$ cat src/hw/rtl/esp_pkg.sv
`timescale 1ns / 1ps
package esp_pkg;
    localparam int COUNT_WIDTH = 16;
    localparam int COORD_W     = 32;
    localparam int ROOT_W      = 33;

    typedef enum logic [3:0] {
        ST_IDLE,
        ST_SQ,
        ST_ROOT,
        ST_DIVN,
        ST_DIVS,
        ST_CHECK,
        ST_UPDATE,
        ST_OUT
    } state_t;

    typedef struct packed {
        logic [COUNT_WIDTH-1:0] segment_count;
        logic                   error_code;
        logic [30:0]            subdivided_edges;
        logic [31:0]            inserted_vertices;
        logic [COUNT_WIDTH-1:0] max_segments;
        logic [31:0]            max_segment_length;
        logic [30:0]            invalid_plans;
        logic [30:0]            total_segments;
        logic [30:0]            edge_count;
    } result_t;

    typedef struct packed {
        logic                     first_edge;
        logic signed [31:0]       start_x;
        logic signed [31:0]       start_y;
        logic signed [31:0]       start_z;
        logic signed [31:0]       end_x;
        logic signed [31:0]       end_y;
        logic signed [31:0]       end_z;
        logic [31:0]              target_start;
        logic [31:0]              target_end;
    } edge_t;
endpackage

$ cat src/hw/rtl/esp_if.sv
`timescale 1ns / 1ps
interface esp_edge_if;
    logic          valid;
    logic          ready;
    esp_pkg::edge_t data;
    modport source (output valid, output data, input ready);
    modport sink   (input valid, input data, output ready);
endinterface

interface esp_result_if;
    logic            valid;
    logic            ready;
    esp_pkg::result_t data;
    modport source (output valid, output data, input ready);
    modport sink   (input valid, input data, output ready);
endinterface

$ cat src/hw/rtl/edge_subdivision_planner.sv
`timescale 1ns / 1ps
// Channel     Dir  Payload
// edge_in     in   esp_pkg::edge_t   (valid/ready)
// result_out  out  esp_pkg::result_t (valid/ready)
// cfg         in   split_ratio write (cfg_we/cfg_wdata)
//
// One edge runs through three squares by a shift-add multiplier, a 33-step
// bit-pair square root, then three passes of a shared 64-step restoring
// divider: segment count, segment length, tolerance check. A zero split ratio
// skips the count and check divisions; zero targets go straight to the result.
// Reset clears statistics and control. An edge is taken whenever the engine is
// idle, also while the previous result waits; a finished edge holds in its
// last state until the result register is free.
module edge_subdivision_planner
(
    input  logic                clk,
    input  logic                rst_n,
    input  logic                cfg_we,
    input  logic [15:0]         cfg_wdata,
    esp_edge_if.sink            edge_in,
    esp_result_if.source        result_out
);
    localparam logic [esp_pkg::COUNT_WIDTH-1:0] NMAX = '1;
    localparam logic [esp_pkg::COUNT_WIDTH-1:0] ONE_SEG =
        {{(esp_pkg::COUNT_WIDTH-1){1'b0}}, 1'b1};

    esp_pkg::state_t state_reg, state_next;
    logic [15:0]  ratio_reg;
    esp_pkg::edge_t e_reg;
    logic [32:0]  h2_reg;
    logic [1:0]   axis_reg;
    logic [5:0]   step_reg;
    logic [31:0]  mcand_reg;
    logic [31:0]  mplier_reg;
    logic [65:0]  sum_reg;
    logic [32:0]  root_reg;
    logic [35:0]  rem_reg;
    logic [48:0]  den_reg;
    logic [esp_pkg::COUNT_WIDTH-1:0] n_reg;
    logic [1:0]   pass_reg;
    logic         bad_reg;
    logic [31:0]  seg_reg;
    logic         busy_reg;
    esp_pkg::result_t res_reg;
    logic         res_valid_reg;

    logic [30:0]  sub_reg, inv_reg, segt_reg, edges_reg;
    logic [31:0]  ins_reg, lmax_reg;
    logic [esp_pkg::COUNT_WIDTH-1:0] cmax_reg;

    logic         div_start;
    logic [63:0]  div_dividend;
    logic         div_done;
    logic [63:0]  div_q;
    logic [49:0]  div_r;

    logic         take;
    logic         res_free;
    logic [32:0]  diff;
    logic [31:0]  absd;
    logic [35:0]  trial;
    logic [35:0]  rem_sh;
    logic [41:0]  num;
    logic [66:0]  kval;

    assign take = edge_in.valid && edge_in.ready;
    assign edge_in.ready = !busy_reg;
    assign res_free = !res_valid_reg || result_out.ready;
    assign num = {root_reg, 9'd0};
    assign kval = 67'(n_reg) * 67'd131073;

    // Select absolute difference of the current axis
    always_comb
    begin
        unique case (axis_reg)
            2'd0:    diff = {e_reg.start_x[31], e_reg.start_x} - {e_reg.end_x[31], e_reg.end_x};
            2'd1:    diff = {e_reg.start_y[31], e_reg.start_y} - {e_reg.end_y[31], e_reg.end_y};
            default: diff = {e_reg.start_z[31], e_reg.start_z} - {e_reg.end_z[31], e_reg.end_z};
        endcase
        absd = diff[32] ? 32'(-diff) : diff[31:0];
    end

    // Root step on the next bit pair
    always_comb
    begin
        rem_sh = {rem_reg[33:0], sum_reg[65:64]};
        trial  = {1'b0, root_reg, 2'b01};
    end

    // Divider operand by pass
    always_comb
    begin
        unique case (pass_reg)
            2'd0:    div_dividend = 64'(num) + 64'(den_reg) - 64'd1;
            2'd1:    div_dividend = 64'(root_reg);
            default: div_dividend = {5'd0, num, 17'd0};
        endcase
    end

    esp_divider u_div
    (
        .clk      (clk),
        .rst_n    (rst_n),
        .start    (div_start),
        .dividend (div_dividend),
        .divisor  ((pass_reg == 2'd1) ? 49'(n_reg) : den_reg),
        .done     (div_done),
        .quotient (div_q),
        .remainder(div_r)
    );

    // Next state
    always_comb
    begin
        state_next = state_reg;
        div_start  = 1'b0;
        unique case (state_reg)
            esp_pkg::ST_IDLE:
            begin
                if (take)
                begin
                    state_next = esp_pkg::ST_SQ;
                end
            end
            esp_pkg::ST_SQ:
            begin
                if (h2_reg == '0)
                begin
                    state_next = esp_pkg::ST_OUT;
                end
                else if (axis_reg == 2'd2 && step_reg == 6'd32)
                begin
                    state_next = esp_pkg::ST_ROOT;
                end
            end
            esp_pkg::ST_ROOT:
            begin
                if (step_reg == 6'd32)
                begin
                    state_next = esp_pkg::ST_DIVN;
                end
            end
            esp_pkg::ST_DIVN:
            begin
                if (den_reg == '0)
                begin
                    state_next = esp_pkg::ST_DIVS;
                end
                else if (step_reg == 6'd0)
                begin
                    div_start = 1'b1;
                end
                else if (div_done)
                begin
                    state_next = esp_pkg::ST_DIVS;
                end
            end
            esp_pkg::ST_DIVS:
            begin
                if (step_reg == 6'd0)
                begin
                    div_start = 1'b1;
                end
                else if (div_done)
                begin
                    state_next = (den_reg == '0) ? esp_pkg::ST_UPDATE : esp_pkg::ST_CHECK;
                end
            end
            esp_pkg::ST_CHECK:
            begin
                if (step_reg == 6'd0)
                begin
                    div_start = 1'b1;
                end
                else if (div_done)
                begin
                    state_next = esp_pkg::ST_UPDATE;
                end
            end
            esp_pkg::ST_UPDATE:
            begin
                state_next = esp_pkg::ST_OUT;
            end
            esp_pkg::ST_OUT:
            begin
                if (res_free)
                begin
                    state_next = esp_pkg::ST_IDLE;
                end
            end
            default:
            begin
                state_next = esp_pkg::ST_IDLE;
            end
        endcase
    end

    always_ff @(posedge clk or negedge rst_n)
    begin
        if (!rst_n)
        begin
            state_reg <= esp_pkg::ST_IDLE;
        end
        else
        begin
            state_reg <= state_next;
        end
    end

    // Datapath and statistics
    always_ff @(posedge clk or negedge rst_n)
    begin
        if (!rst_n)
        begin
            ratio_reg     <= 16'd341;
            busy_reg      <= 1'b0;
            res_valid_reg <= 1'b0;
            res_reg       <= '0;
            e_reg         <= '0;
            h2_reg        <= '0;
            mcand_reg     <= '0;
            mplier_reg    <= '0;
            sum_reg       <= '0;
            root_reg      <= '0;
            rem_reg       <= '0;
            den_reg       <= '0;
            n_reg         <= '0;
            bad_reg       <= 1'b0;
            seg_reg       <= '0;
            sub_reg       <= '0;
            inv_reg       <= '0;
            segt_reg      <= '0;
            edges_reg     <= '0;
            ins_reg       <= '0;
            lmax_reg      <= '0;
            cmax_reg      <= '0;
            step_reg      <= '0;
            axis_reg      <= '0;
            pass_reg      <= '0;
        end
        else
        begin
            if (cfg_we)
            begin
                ratio_reg <= cfg_wdata;
            end
            // Raise the result flag on a finished edge, drop it when taken
            if (state_reg == esp_pkg::ST_OUT && res_free)
            begin
                res_valid_reg <= 1'b1;
            end
            else if (result_out.valid && result_out.ready)
            begin
                res_valid_reg <= 1'b0;
            end
            unique case (state_reg)
                esp_pkg::ST_IDLE:
                begin
                    if (take)
                    begin
                        busy_reg  <= 1'b1;
                        e_reg     <= edge_in.data;
                        h2_reg    <= {1'b0, edge_in.data.target_start}
                                     + {1'b0, edge_in.data.target_end};
                        axis_reg  <= '0;
                        step_reg  <= '0;
                        sum_reg   <= '0;
                        bad_reg   <= 1'b0;
                        pass_reg  <= 2'd0;
                        if (edge_in.data.first_edge)
                        begin
                            sub_reg   <= '0;
                            inv_reg   <= '0;
                            segt_reg  <= '0;
                            edges_reg <= '0;
                            ins_reg   <= '0;
                            lmax_reg  <= '0;
                            cmax_reg  <= '0;
                        end
                    end
                end
                esp_pkg::ST_SQ:
                begin
                    den_reg <= 49'(ratio_reg) * 49'(h2_reg);
                    // Shift-add square, one multiplier bit per cycle
                    if (step_reg == 6'd0)
                    begin
                        mcand_reg  <= absd;
                        mplier_reg <= absd;
                        step_reg   <= 6'd1;
                    end
                    else
                    begin
                        if (mplier_reg[0])
                        begin
                            sum_reg <= sum_reg
                                       + (66'(mcand_reg) << (step_reg - 6'd1));
                        end
                        mplier_reg <= mplier_reg >> 1;
                        if (step_reg == 6'd32)
                        begin
                            step_reg <= '0;
                            axis_reg <= axis_reg + 2'd1;
                            root_reg <= '0;
                            rem_reg  <= '0;
                        end
                        else
                        begin
                            step_reg <= step_reg + 6'd1;
                        end
                    end
                end
                esp_pkg::ST_ROOT:
                begin
                    if (rem_sh >= trial)
                    begin
                        rem_reg  <= rem_sh - trial;
                        root_reg <= {root_reg[31:0], 1'b1};
                    end
                    else
                    begin
                        rem_reg  <= rem_sh;
                        root_reg <= {root_reg[31:0], 1'b0};
                    end
                    sum_reg  <= {sum_reg[63:0], 2'b00};
                    step_reg <= (step_reg == 6'd32) ? 6'd0 : step_reg + 6'd1;
                end
                esp_pkg::ST_DIVN:
                begin
                    if (den_reg == '0)
                    begin
                        n_reg    <= (root_reg != '0) ? NMAX : ONE_SEG;
                        bad_reg  <= (root_reg != '0);
                        pass_reg <= 2'd1;
                        step_reg <= '0;
                    end
                    else if (step_reg == 6'd0)
                    begin
                        step_reg <= 6'd1;
                    end
                    else if (div_done)
                    begin
                        if (div_q > 64'(NMAX))
                        begin
                            n_reg <= NMAX;
                        end
                        else if (div_q == '0)
                        begin
                            n_reg <= ONE_SEG;
                        end
                        else
                        begin
                            n_reg <= div_q[esp_pkg::COUNT_WIDTH-1:0];
                        end
                        pass_reg <= 2'd1;
                        step_reg <= '0;
                    end
                end
                esp_pkg::ST_DIVS:
                begin
                    if (step_reg == 6'd0)
                    begin
                        step_reg <= 6'd1;
                    end
                    else if (div_done)
                    begin
                        seg_reg  <= (div_q > 64'hFFFF_FFFF) ? 32'hFFFF_FFFF : div_q[31:0];
                        pass_reg <= 2'd2;
                        step_reg <= '0;
                    end
                end
                esp_pkg::ST_CHECK:
                begin
                    if (step_reg == 6'd0)
                    begin
                        step_reg <= 6'd1;
                    end
                    else if (div_done)
                    begin
                        bad_reg <= (67'(div_q) > kval)
                                   || ((67'(div_q) == kval) && (div_r != '0));
                    end
                end
                esp_pkg::ST_UPDATE:
                begin
                    // Fold this edge into the statistics
                    if (n_reg > ONE_SEG)
                    begin
                        sub_reg <= (sub_reg == '1) ? sub_reg : sub_reg + 31'd1;
                        ins_reg <= (33'(ins_reg) + 33'(n_reg) - 33'd1 > 33'hFFFF_FFFF)
                                   ? 32'hFFFF_FFFF : ins_reg + 32'(n_reg) - 32'd1;
                    end
                    if (n_reg > cmax_reg)
                    begin
                        cmax_reg <= n_reg;
                    end
                    if (seg_reg > lmax_reg)
                    begin
                        lmax_reg <= seg_reg;
                    end
                    if (bad_reg)
                    begin
                        inv_reg <= (inv_reg == '1) ? inv_reg : inv_reg + 31'd1;
                    end
                    segt_reg  <= (32'(segt_reg) + 32'(n_reg) > 32'h7FFF_FFFF)
                                 ? 31'h7FFF_FFFF : segt_reg + 31'(n_reg);
                    edges_reg <= (edges_reg == '1) ? edges_reg : edges_reg + 31'd1;
                end
                esp_pkg::ST_OUT:
                begin
                    // Hold until the result register is free
                    if (res_free)
                    begin
                        busy_reg <= 1'b0;
                        res_reg.segment_count      <= (h2_reg == '0) ? '0 : n_reg;
                        res_reg.error_code         <= (h2_reg == '0);
                        res_reg.subdivided_edges   <= sub_reg;
                        res_reg.inserted_vertices  <= ins_reg;
                        res_reg.max_segments       <= cmax_reg;
                        res_reg.max_segment_length <= lmax_reg;
                        res_reg.invalid_plans      <= inv_reg;
                        res_reg.total_segments     <= segt_reg;
                        res_reg.edge_count         <= edges_reg;
                    end
                end
                default:
                begin
                end
            endcase
        end
    end

    assign result_out.valid = res_valid_reg;
    assign result_out.data  = res_reg;

    // A waiting result holds its data until taken
    a_res_hold: assert property (@(posedge clk) disable iff (!rst_n)
        (res_valid_reg && !result_out.ready) |=> (res_valid_reg && $stable(res_reg)))
        else $error("result changed while waiting");
    // Input is only taken when idle
    a_take_idle: assert property (@(posedge clk) disable iff (!rst_n)
        take |-> (state_reg == esp_pkg::ST_IDLE))
        else $error("edge taken while busy");
    // Error result carries a zero count
    a_err_zero: assert property (@(posedge clk) disable iff (!rst_n)
        (res_valid_reg && res_reg.error_code) |-> (res_reg.segment_count == '0))
        else $error("error result with nonzero count");
endmodule

$ cat src/hw/rtl/esp_divider.sv
`timescale 1ns / 1ps
// Restoring divider, one quotient bit per cycle. 64-bit dividend, 49-bit divisor.
module esp_divider
(
    input  logic        clk,
    input  logic        rst_n,
    input  logic        start,
    input  logic [63:0] dividend,
    input  logic [48:0] divisor,
    output logic        done,
    output logic [63:0] quotient,
    output logic [49:0] remainder
);
    logic [63:0] quo_reg, quo_next;
    logic [49:0] rem_reg, rem_next;
    logic [6:0]  cnt_reg, cnt_next;
    logic        busy_reg, busy_next;
    logic [50:0] shifted;
    logic [50:0] diff;

    assign shifted = {rem_reg, quo_reg[63]};
    assign diff    = shifted - {2'b00, divisor};

    // Shift in one dividend bit and try a subtract
    always_comb
    begin
        quo_next  = quo_reg;
        rem_next  = rem_reg;
        cnt_next  = cnt_reg;
        busy_next = busy_reg;
        if (start)
        begin
            quo_next  = dividend;
            rem_next  = '0;
            cnt_next  = 7'd64;
            busy_next = 1'b1;
        end
        else if (busy_reg)
        begin
            if (!diff[50])
            begin
                rem_next = diff[49:0];
                quo_next = {quo_reg[62:0], 1'b1};
            end
            else
            begin
                rem_next = shifted[49:0];
                quo_next = {quo_reg[62:0], 1'b0};
            end
            cnt_next = cnt_reg - 7'd1;
            if (cnt_reg == 7'd1)
            begin
                busy_next = 1'b0;
            end
        end
    end

    always_ff @(posedge clk or negedge rst_n)
    begin
        if (!rst_n)
        begin
            busy_reg <= 1'b0;
            cnt_reg  <= '0;
        end
        else
        begin
            busy_reg <= busy_next;
            cnt_reg  <= cnt_next;
        end
    end

    always_ff @(posedge clk)
    begin
        quo_reg <= quo_next;
        rem_reg <= rem_next;
    end

    assign done      = busy_reg && (cnt_reg == 7'd1);
    assign quotient  = quo_next;
    assign remainder = rem_next;
endmodule

$ cat src/flat_wrapper.sv
// flat-port wrapper written by rule: the top's interface ports become plain ports
module edge_subdivision_planner_flat 
  (clk, rst_n, cfg_we, cfg_wdata, edge_in_valid, edge_in_data, edge_in_ready, result_out_valid, result_out_data, result_out_ready);
  esp_edge_if edge_in_i ();
  esp_result_if result_out_i ();
  input  logic clk;
  input  logic rst_n;
  input  logic cfg_we;
  input  logic [15:0] cfg_wdata;
  input wire logic [$bits(edge_in_i.valid)-1:0] edge_in_valid;
  input wire logic [$bits(edge_in_i.data)-1:0] edge_in_data;
  output wire logic [$bits(edge_in_i.ready)-1:0] edge_in_ready;
  output wire logic [$bits(result_out_i.valid)-1:0] result_out_valid;
  output wire logic [$bits(result_out_i.data)-1:0] result_out_data;
  input wire logic [$bits(result_out_i.ready)-1:0] result_out_ready;
  assign edge_in_i.valid = edge_in_valid;
  assign edge_in_i.data = edge_in_data;
  assign edge_in_ready = edge_in_i.ready;
  assign result_out_valid = result_out_i.valid;
  assign result_out_data = result_out_i.data;
  assign result_out_i.ready = result_out_ready;
  edge_subdivision_planner u_core (.clk(clk), .rst_n(rst_n), .cfg_we(cfg_we), .cfg_wdata(cfg_wdata), .edge_in(edge_in_i), .result_out(result_out_i));
endmodule
$ cat config.mk
export PLATFORM = sky130hd
export DESIGN_NAME = edge_subdivision_planner_flat
export DESIGN_NICKNAME = d
export VERILOG_FILES = /design/src/hw/rtl/esp_pkg.sv /design/src/hw/rtl/esp_if.sv /design/src/hw/rtl/edge_subdivision_planner.sv /design/src/hw/rtl/esp_divider.sv /design/src/flat_wrapper.sv
export SDC_FILE = /design/constraint.sdc
export NUM_CORES = 2
export LEC_CHECK = 0
export BUFFER_PORTS_ARGS = -buffer_cell sky130_fd_sc_hd__buf_4
export CAP_MARGIN = 20
export CORE_MARGIN = 3
export CORE_UTILIZATION = 62
export DETAILED_ROUTE_END_ITERATION = 12
export PLACE_DENSITY = 0.82
export SLEW_MARGIN = 30
export SYNTH_ARGS = -nofsm -noshare
export SYNTH_HDL_FRONTEND = slang
export SYNTH_SLANG_ARGS = --single-unit
$ cat constraint.sdc
create_clock -name clk -period 10.55 [get_ports clk]
set_input_delay 0.5275 -clock clk [delete_from_list [all_inputs] [get_ports clk]]
set_output_delay 0.5275 -clock clk [all_outputs]
set_load 0.03 [all_outputs]
# == Word level (Yosys, flattened, before mapping) ==
# Cells that the tools add are included.
# op_classes
addsub,23
mul,2
n_lt_le_gt_ge,9
n_eq_ne,40
n_shift,1
n_mux,104
bitwise_logic,1
n_reduce_logical,51
# ops
op,n
2-to-1 mux 32 bit,8
2-to-1 mux 31 bit,8
case mux 31 bit (2 select lines),4
2-to-1 mux 66 bit,3
case mux 66 bit (3 select lines),1
2-to-1 mux 16 bit,10
2-to-1 mux 50 bit,3
case mux 33 bit (2 select lines),2
2-to-1 mux 64 bit,2
case mux 32 bit (2 select lines),2
case mux 64 bit (2 select lines),1
2-to-1 mux 34 bit,3
subtractor 32 x 32 -> 33 bit,3
"adder 31 x 1 -> 31 bit, second input constant",3
"== test 31 bit, second input constant",3
case mux 34 bit (2 select lines),1
adder 66 bit,1
2-to-1 mux 33 bit,2
<< shifter 32 x 6 -> 66 bit,1
== test 64 x 34 -> 1 bit,1
"> comparator 64 x 16 -> 1 bit, second input constant",1
"> comparator 64 x 32 -> 1 bit, second input constant",1
> comparator 64 x 34 -> 1 bit,1
logical NOT 64 bit,1
69 further kinds,165
# word_totals
ff_bits,1099
in_bits,278
output_inout_bits,223

# == Longest topological paths before layout ==
# depth
ltp_word,12
depth_mapped,41

# == Cells and area by module ==
# From an unflattened synthesis, not the netlist that was laid out.
# hier_totals
hier_cells,10591
area_unflattened_um2,88219.6
# by_module_without_submodules
mod,n_inst,cells_each,area_per_inst_um2,seq_area_each_um2
edge_subdivision_planner,1,9553,80038.0,24429.7
esp_divider,1,1038,8181.6,2482.4

# == Least setup slack after synthesis ==
# No wires, ideal clock.
# synth_timing
kind,reg-to-reg
startpoint,register u_core.ratio_reg[6]
endpoint,register u_core.den_reg[45]
arrival_ns,7.561
t_required_ns,10.417
path_slack_ns,2.856
stages_incl_launch_ff,30
cell_sequence,dfstp_2 > clkbuf_1 > clkbuf_1 > nand2_1 > fa_1 > inv_1 > fa_1 > inv_1 > fa_1 > fa_1 > inv_1 > fa_1 > fa_1 > ha_1 > a21o_1 > a21oi_1 > nor3b_1 > o21ai_0 > a31o_2 > a211oi_1 > o41a_1 > o31a_1 > o21a_1 > o211ai_1 > a31o_2 > a21o_1 > and3_1 > a221oi_1 > xor2_1 > o21ai_0
# synth_via
elab_chain_cells,1
# synth_lines
element,line,text
start: declaration,edge_subdivision_planner.sv:28,logic [15:0] ratio_reg;
start signal: assignment,edge_subdivision_planner.sv:245,ratio_reg <= cfg_wdata;
multiplier 16 x 33 -> 49 bit,edge_subdivision_planner.sv:284,den_reg <= 49'(ratio_reg) * 49'(h2_reg);
end signal: assignment,edge_subdivision_planner.sv:284,
end: declaration,edge_subdivision_planner.sv:38,logic [48:0] den_reg;
# No other way between the ends.
# A chain may end at the register's enable or synchronous reset.

# == Final worst setup path ==
# Ends and elaborated chain as after synthesis.

==> results.json <==
{
  "status": "complete, no violations",
  "synth_top_cell_by_area": "dfrtp_1",
  "syn_nets": 11700,
  "h-tree-depth": 3,
  "path_clk_slew_ns": 0.06,
  "avgSynthCellArea_um2": 8.34,
  "placedCellCount": 12300,
  "yosysMostFrequentCell": "nand2_1",
  "drt_iter0_markers": 9048,
  "regToRegStartpoint": "u_core.ratio_reg[6]",
  "crit_fanout": 34,
  "initial_core_util": 0.626,
  "finClkSkew_ns": 0.0657,
  "cp-end-kind": "register",
  "cts_buffers": 117,
  "ys_seq_elements": 1098,
  "setup_ws_ns": 2.03,
  "die_area_mm2": 0.144,
  "rsz0062_at_grt": "false",
  "grt.overflow.total": 0,
  "finalCritPeriodShare": 0.808,
  "maxSlewHeadroom": 0.299,
  "final_layout_size_suffix_gt1_frac": 0.0903,
  "vias_per_cell": 6.30,
  "synth.distinct_cells": 107,
  "tns_ns": 0,
  "antenna_found_initial": 11,
  "drtAntennaViolNets": 0,
  "hold_depth": 3,
  "worst_hold_path_type": "input port to register",
  "grt_pass1_vias": 77900,
  "yosysSeqAreaShare": 0.311,
  "fin_crit_ns": 8.52,
  "core_mm2": 0.138,
  "ys.warnings.count": 0,
  "post-cts-setup-buffer-count": 0,
  "post-route-util": 0.708,
  "drt-pass1-iter-count": 9,
  "final-hold-violation-count": 0,
  "track_usage": 0.380,
  "fmax_mhz": 117,
  "synth.top_cells.by_count": "nand2_1, dfrtp_1, inv_1, o21ai_0, nor2_1",
  "r2r-end": "u_core.den_reg[45]",
  "holdPathEnd": "u_core.e_reg[70]",
  "critical_path_class": "register to register",
  "gp_congestion": 1.02,
  "syn_to_final_growth_pct": 13.0,
  "cpPeakStageDelay_ns": 1.04,
  "fp.dieW_um": 379,
  "cp.required_ns": 11.14,
  "cts_sinks": 1098,
  "final.fill_count": 10400,
  "setup_viol": 0,
  "min_from": "edge_in_data[70]",
  "synthArstFlopShare": 0.896,
  "root_buffer": "clkbuf_16",
  "maxSlewViolCount": 0,
  "grt_pass1_wl_um": 433000,
  "crit_top_cell": "fa_1",
  "clk_path_buf_depth": 3,
  "worst_pin_slew_ns": 1.05,
  "cts_tree": "done",
  "die_h_um": 379,
  "synthTopCellsByArea": "dfrtp_1, fa_1, nand2_1",
  "maxCapViolCount": 0,
  "reg2regPathDepth": 27,
  "cp_top_family": "adder cells",
  "rows": 136,
  "grt_max_degree": 164,
  "layout.nets": 12000,
  "cts_resized": 0,
  "cp_slowest_cell": "dfstp_2",
  "ys.flop_type": "dfrtp_1",
  "remaining_drc_errors": 0,
  "pre_cts_ws_ns": 2.10,
  "clk_latency_ns": 0.78,
  "vias": 80100,
  "synth_edf_count": 0,
  "wl_per_cell_um": 21.8,
  "cp_num_buf_inv": 3,
  "r2r_slack_ns": 2.03,
  "io_pins": 501,
  "synth_top_area_frac": 0.283,
  "largest_register_ffs": 221,
  "stdcell_count": 12700,
  "wirelength_um": 277000,
  "cp_data_arrival_time_ns": 9.12,
  "dp_hpwl_um": 200000,
  "portBuffers": 500,
  "syn_inst": 10400,
  "synth_area_mm2": 0.0865,
  "critPathLaunchType": "register"
}
==> per-stage QoR <==
| step | hold WS, ns | cell area (um^2) |
|---|---|---|
| after CTS | 0.00202 | 97500 |
| after floorplan | 0.232 | 86500 |
| after global routing | 0.0251 | 97700 |
| final | 0.0464 | 97700 |
| after detailed placement | 0.464 | 91500 |
| after global placement | 0.460 | 91500 |
==> placed cells by master, fill, tap and decap left out, drive strengths merged, types with 27 or more instances in the layout <==
master / n
nand2: 2020
dfrtp: 979
inv: 876
o21ai: 773
nor2: 678
buf: 598
ha: 587
a21oi: 524
fa: 441
nand3: 245
xnor2: 242
a21o: 212
xor2: 210
and2: 192
dlygate4sd3: 177
nor3: 158
a31oi: 150
clkbuf: 150
dfxtp: 114
mux2i: 113
nand4: 90
nand2b: 79
and3: 77
nor2b: 76
o21a: 73
nor4: 73
or3: 69
a211oi: 69
a221oi: 66
o31ai: 61
o21bai: 52
a221o: 40
clkinv: 39
o22ai: 36
or2: 32
o211ai: 31
mux2: 27
==> worst max path at each step <==
| stage | startpoint | depth (start not counted) | end |
|---|---|---|---|
| 2_1_floorplan | u_core.ratio_reg[6] | 29 | u_core.den_reg[45] |
| 3_3_place_gp | u_core.ratio_reg[6] | 27 | u_core.den_reg[45] |
| 3_5_place_dp | u_core.ratio_reg[6] | 27 | u_core.den_reg[45] |
| 4_1_cts | u_core.ratio_reg[6] | 27 | u_core.den_reg[45] |
| 5_1_grt | u_core.pass_reg[1] | 39 | u_core.bad_reg |
| 6_report | u_core.ratio_reg[6] | 27 | u_core.den_reg[45] |
==> metal layers <==
metal | GRT usage | vias up | part of all wire
li1 | - | 36000 | -
met1 | 0.504 | 38700 | 0.39
met2 | 0.593 | 4443 | 0.45
met3 | 0.0747 | 958 | 0.10
met4 | 0.196 | 2 | 0.059
met5 | 0 | - | 0.000047
==> repair_timing <==
| item | CTS | global route |
|---|---|---|
| endpoints found under the setup margin | 0 | 0 |
| hold buffers | 177 | 0 |
| endpoints found under the hold margin | 295 | 0 |
==> tightest hold or removal path: cells and delay by family <==
kind / cells / cell delay, ns
simple gates: 1 / 0.05
buf+inv: 1 / 0.11
compound gates: 1 / 0.07
==> final cells by class <==
cell class	instances	area (um^2)	area share
sequential	1098	26900	0.276
clock inverter	74	1030	0.0105
multi-input combinational	7870	54500	0.558
timing repair buffer	775	6400	0.0655
antenna	9	22.5	0.000231
tap	1863	2330	0.0239
clock buffer	150	3230	0.0331
inverter	870	3270	0.0334
==> logic make-up after synthesis <==
logic type      synth area share
xor+xnor                  0.0458
mux                       0.0234
fa+ha+maj                  0.187
simple gates               0.199
buf+inv                   0.0612
flops                      0.311
compound gates             0.172
Power is left out: the tool's default activity adds up to more than one toggle a clock period on the data nets, which glitch-free logic cannot reach.
